### src/rtl/pba_pkg.sv
// ----------------------------------------------------------------------------
// pba_pkg
// Shared types and constants for the page bitmap allocator.
// ----------------------------------------------------------------------------
package pba_pkg;

    localparam int ADDR_W     = 32;
    localparam int COUNT_W    = 13;
    localparam int CFG_W      = 13;
    localparam int PAGE_SHIFT = 12;
    // page positions: a 20-bit page number plus a 13-bit count fits in 21 bits
    localparam int POS_W      = 21;

    typedef enum logic [1:0] {
        ST_OK         = 2'd0,
        ST_NO_SPACE   = 2'd1,
        ST_MISALIGN   = 2'd2,
        ST_ZERO_COUNT = 2'd3
    } t_status;

    typedef struct packed {
        logic    load;
        logic    init_scan;
        logic    scan;
        logic    set_mark;
        logic    init_free;
        logic    walk;
        logic    push;
        t_status code;
    } t_dp_cmd;

    typedef struct packed {
        logic is_free;
        logic misaligned;
        logic zero_count;
        logic scan_end;
        logic rd_vld;
        logic hit;
        logic walk_done;
        logic out_free;
    } t_dp_sts;

endpackage

### src/rtl/pba_ctrl.sv
// ----------------------------------------------------------------------------
// pba_ctrl
// Sequencer for map clear, request decode, first-fit scan, run walk and reply.
// ----------------------------------------------------------------------------
module pba_ctrl (
    input  logic              i_clk,
    input  logic              i_rst_n,
    input  logic              i_req_valid,
    output logic              o_req_ready,
    input  pba_pkg::t_dp_sts  i_sts,
    output pba_pkg::t_dp_cmd  o_cmd
);
    import pba_pkg::*;

    typedef enum logic [2:0] {
        S_CLEAR,
        S_IDLE,
        S_DECODE,
        S_SCAN,
        S_WALK,
        S_RESP
    } t_state;

    t_state  r_state;
    t_state  n_state;
    t_status r_code;
    t_status n_code;

    always_comb begin
        n_state = r_state;
        n_code  = r_code;
        o_cmd   = '0;
        o_cmd.code = r_code;
        case (r_state)
            S_CLEAR: begin
                o_cmd.walk = 1'b1;
                if (i_sts.walk_done) begin
                    n_state = S_IDLE;
                end
            end
            S_IDLE: begin
                if (i_req_valid) begin
                    o_cmd.load = 1'b1;
                    n_state    = S_DECODE;
                end
            end
            S_DECODE: begin
                if (i_sts.is_free && i_sts.misaligned) begin
                    n_code  = ST_MISALIGN;
                    n_state = S_RESP;
                end else if (i_sts.zero_count) begin
                    n_code  = ST_ZERO_COUNT;
                    n_state = S_RESP;
                end else if (i_sts.is_free) begin
                    o_cmd.init_free = 1'b1;
                    n_code  = ST_OK;
                    n_state = S_WALK;
                end else begin
                    o_cmd.init_scan = 1'b1;
                    n_state = S_SCAN;
                end
            end
            S_SCAN: begin
                o_cmd.scan = 1'b1;
                if (i_sts.hit) begin
                    o_cmd.set_mark = 1'b1;
                    n_code  = ST_OK;
                    n_state = S_WALK;
                end else if (!i_sts.rd_vld && i_sts.scan_end) begin
                    n_code  = ST_NO_SPACE;
                    n_state = S_RESP;
                end
            end
            S_WALK: begin
                o_cmd.walk = 1'b1;
                if (i_sts.walk_done) begin
                    n_state = S_RESP;
                end
            end
            S_RESP: begin
                if (i_sts.out_free) begin
                    o_cmd.push = 1'b1;
                    n_state    = S_IDLE;
                end
            end
            default: begin
                n_state = S_IDLE;
            end
        endcase
    end

    always_ff @(posedge i_clk) begin
        if (!i_rst_n) begin
            r_state <= S_CLEAR;
            r_code  <= ST_OK;
        end else begin
            r_state <= n_state;
            r_code  <= n_code;
        end
    end

    assign o_req_ready = (r_state == S_IDLE);

`ifndef NO_ASSERTIONS
    a_push_slot_free: assert property (@(posedge i_clk) disable iff (!i_rst_n)
        o_cmd.push |-> i_sts.out_free)
        else $error("reply pushed over a pending result");

    a_hit_to_walk: assert property (@(posedge i_clk) disable iff (!i_rst_n)
        (r_state == S_SCAN && i_sts.hit) |=> (r_state == S_WALK))
        else $error("found run not marked");

    a_walk_holds: assert property (@(posedge i_clk) disable iff (!i_rst_n)
        (r_state == S_WALK && !i_sts.walk_done) |=> (r_state == S_WALK))
        else $error("run walk left early");

    a_no_accept_busy: assert property (@(posedge i_clk) disable iff (!i_rst_n)
        o_cmd.load |=> (r_state == S_DECODE && !o_req_ready))
        else $error("request accepted while busy");
`endif

endmodule

### config.mk
export PLATFORM = sky130hd
export DESIGN_NAME = pba_ctrl
export DESIGN_NICKNAME = d
export VERILOG_FILES = /design/src/rtl/pba_pkg.sv /design/src/rtl/pba_ctrl.sv
export SDC_FILE = /design/constraint.sdc
export NUM_CORES = 1
export LEC_CHECK = 0
export BUFFER_PORTS_ARGS = -buffer_cell sky130_fd_sc_hd__buf_2
export CAP_MARGIN = 20
export CORE_AREA = 2 2 39 41
export DETAILED_ROUTE_END_ITERATION = 7
export DIE_AREA = 0 0 41 43
export PLACE_DENSITY_LB_ADDON = 0.12
export SYNTH_ARGS = -nofsm -noshare
export SYNTH_HDL_FRONTEND = slang
export SYNTH_SLANG_ARGS = --single-unit
export TNS_END_PERCENT = 20
### constraint.sdc
create_clock -name i_clk -period 2.8 [get_ports i_clk]
set_clock_uncertainty 0.1 [all_clocks]
set_input_delay 0.14 -clock i_clk [delete_from_list [all_inputs] [get_ports i_clk]]
set_output_delay 0.14 -clock i_clk [all_outputs]
set_load 0.1 [all_outputs]
# Word-level counts from Yosys, hierarchy flattened
# Index checks and enable logic that the tools add are counted.
[word_totals] output_inout_bits=10 ff_bits=5 input_bits=11
[op_classes] n_mux=31 reduce_logical=8 n_eq_ne=11
[op_table] operator="2-to-1 mux 3 bit" n=9
[op_table] operator="case mux 3 bit (6 select lines)" n=1
[op_table] operator="2-to-1 mux 1 bit" n=14
[op_table] operator="2-to-1 mux 2 bit" n=6
[op_table] operator="inequality test 2 bit (second input constant)" n=4
[op_table] operator="== test 3 x 2 -> 1 bit (second input constant)" n=2
[op_table] operator="== test 3 bit (second input constant)" n=2
[op_table] operator="AND reduction 5 bit" n=1
[op_table] operator="inequality test 4 bit (second input constant)" n=1
[op_table] operator="case mux 2 bit (2 select lines)" n=1
[op_table] operator="== test 3 x 1 -> 1 bit (second input constant)" n=1
[op_table] operator="zero test 3 bit" n=1
[op_table] operator="inequality test 3 bit (second input constant)" n=1
[op_table] operator="AND reduction 3 bit" n=1
[op_table] operator="logical AND 1 bit" n=2
[op_table] operator="nonzero test 2 bit" n=1
[op_table] operator="OR reduction 2 bit" n=1
[op_table] operator="zero test 1 bit" n=1

# Longest topological paths before layout
[depth] ltp_word=5 mapped_depth=4 ltp_nobuf=4

# Worst setup path before layout
# Ideal clock, no wire load.
[synth_timing] kind="flip-flop to flip-flop" startpoint="register r_state[0]" endpoint="register r_state[1]" t_required_ns=2.611 slack_ns=-1.313 stages_incl_launch_ff=5 setup_ns=0.089 path_buffers=1 arrival_time_ns=3.924 cell_sequence="dfxtp_1 > clkbuf_1 > nor4_1 > nor3_1 > nor3_1"
[synth_between] elab_chain_len=3 word_cells_on_any_way=13
[synth_lines] element="from (decl)" line="pba_ctrl.sv:24" text="t_state r_state;"
[synth_lines] element="from (signal assigned)" line="pba_ctrl.sv:97" text="r_state <= n_state;"
[synth_lines] element="== test 3 x 2 -> 1 bit (tied with other cells)" line="pba_ctrl.sv:34" text="case (r_state)"
[synth_lines] element="inequality test 3 bit (no line) or inequality test 2 bit (tied branches)"
[synth_lines] element="AND reduction 5 bit (no line)"
# Parallel ways exist; a longest one is shown, timed or not.
# A chain may end at the register's enable or synchronous reset.

==> metrics.yaml <==
power_frac_clock_pct: 29.8
grt_pass1_vias: 336
ant_nets: 0
relSlewSlack_pct: 67.6
synth_cell_types: 22
crit_path_top_delay_cell: "dfxtp_1"
grt_pass1_wl_um: 1370
r2r-start: "r_state[0]"
antenna_found_initial: 0
drc_errors: 0
drv_slew: 0
cts_max_level: 1
viasPerCell: 4.67
vias: 397
cts_root_buf: "clkbuf_4"
syn_area_um2: 343
end_kind: "primary output"
post_cts_resized: 0
final_cell_area_um2: 498
post_cts_buffers: 0
worst-path-buf-inv: 1
total_power_uw: 277
placeableCoreArea_um2: 1380
area_growth_syn_to_layout_pct: 45.3
clock_path_buffers: 2
clk_latency_ns: 0.24
fmax_mhz: 508
totalWireLength_um: 844
period_share_pct: 70.2
synth_seq_area_share_pct: 29.2
grtUsageTotal_pct: 11.2
p_sw_uw: 120
diodes: 0
dr.pass1.iters: 3
final_nets: 81
drive_above_1_share_pct: 39.1
timing.final.ws_setup_ns: 0.833
max_stage_delay_ns: 0.60
layout_common_cells: "buf_2, nor2_1, dfxtp_1"
power.density_nw_per_um2: 557
die_x_um: 41
p_int_uw: 157
cts_tree: "yes"
gp_routability_congestion: 0.668
dp_slack_ns: 1.05
crit_type: "register to primary output"
switching_share_pct: 43.4
utilization_pct: 36.0
fp-row-count: 14
hold_depth: 2
initial_core_util_pct: 24.8
reg2regPathDepth: 4
status: "complete, no violations"
peakVddDrop_v: 0.000198
grt-ovfl-total: 0
critPathLaunchType: "register"
rsz0062_at_grt: "false"
cts_buffers: 3
grt_max_degree: 15
hold_buffers: 0
setup_viol: 0
r2r-end: "r_code[0]"
required_ns: 2.56
leakagePower_uw: 0.000238
dp.final_hpwl_um: 714
cp_max_fo: 14
dieArea_um2: 1760
hold_end: "r_code[1]"
io_buffers: 20
sequentialPowerShare_pct: 31.1
cap_violations: 0
worst_slew_pin_slew_ns: 0.489
syn_nets: 57
syn_inst: 46
min_from: "i_rst_n"
post_dp_cell_area_um2: 472
yosys_warnings: 0
post-route-min-period_ns: 1.97
first_iter_violations: 3
crit_family: "flip-flops"
clock-sinks: 5
ios: 21
wire_per_inst_um: 9.93
cp.arrival_ns: 1.73
fin_hold_ws_ns: 0.0760
hp-class: "input pin to register"
syn_area_per_cell_um2: 7.45
layout_commonest_cell: "buf_2"
r2r_setup_slack_ns: 1.05
die_h_um: 43
path_cells: "nand2b_1 -> nor2_1 -> and2_1 -> buf_2"
hold_viol: 0
path_clk_slew_ns: 0.05
comb_power_share_pct: 39.1
ys_ff_latch: 5
[cell families after synthesis]
logic type,after synthesis,synth area share [%]
DFF,5,29.2
AOI/OAI and AO/OA,9,20.4
buffers and inverters,3,3.28
and+or+nand+nor,29,47.1
[metal layers]
layer,track usage [%],share of wire [%]
met5,0,0
met4,2.00,0
met3,6.28,9.7
met2,16.3,48
met1,14.5,42
[sequential cells by signal, summed over array words and instances (netlist names)]
signal and count:
r_state 3, r_code 2
[stage by stage]
step / cells / setup TNS (ns)
detailed placement: 81 / 0
floorplan: 46 / -0.245
CTS: 85 / 0
global placement: 81 / 0
finish: 85 / 0
global route: 85 / 0
[area by class of cell]
| cell class | count | area, um^2 |
|---|---|---|
| clock buffer | 4 | 26.3 |
| fill | 159 | 886 |
| inverter | 2 | 7.51 |
| multi-input combinational | 38 | 244 |
| sequential | 5 | 100 |
| tap | 16 | 20.0 |
| timing repair buffer | 20 | 100 |
[power groups by stage]
stage / Sequential, uW / Combinational [uW] / Clock (uW)
2_1_floorplan: 94.0 / 79.7 / 0
3_3_place_gp: 87.5 / 110 / 0
3_5_place_dp: 87.5 / 109 / 0
4_1_cts: 86.2 / 110 / 86.8
5_1_grt: 87.4 / 115 / 94.8
6_report: 86.2 / 108 / 82.7
[cells in the mapped netlist]
cell type	count	area [um^2]
or2b_1	1	7.51
nor2_1	6	22.5
a21boi_0	1	7.51
a311o_1	2	20.0
nand3b_1	2	15.0
nand2b_2	1	8.76
o31ai_1	1	7.51
and3_1	1	6.26
nand2_1	4	15.0
clkbuf_1	1	3.75
nor4_1	2	12.5
o221a_2	1	11.3
nor3_1	4	20.0
nor2b_1	1	6.26
o31a_1	1	8.76
inv_1	2	7.51
a21oi_1	3	15.0
dfxtp_1	5	100
and2_1	1	6.26
nor3b_1	2	15.0
and2b_1	1	7.51
nand2b_1	3	18.8
[worst register-to-register path: cells and delay by family, from the launching register on]
kind / cells / cell delay (ns)
AND/OR/NAND/NOR: 2 / 0.30
flip-flops: 1 / 0.60
AO/OA/AOI/OAI: 2 / 0.65
[worst max path at each step]
stage / startpoint / endpoint / slack (ns) / cells past startpoint
2_1_floorplan: r_state[1] / o_cmd[8] / -0.18 / 3
3_3_place_gp: r_state[0] / r_code[0] / 1.09 / 4
3_5_place_dp: r_state[0] / r_code[0] / 1.05 / 4
4_1_cts: r_state[0] / o_cmd[8] / 0.80 / 4
5_1_grt: r_state[0] / o_cmd[8] / 0.68 / 4
6_report: r_state[0] / o_cmd[8] / 0.83 / 4
(Power assumes the default switching activity.)
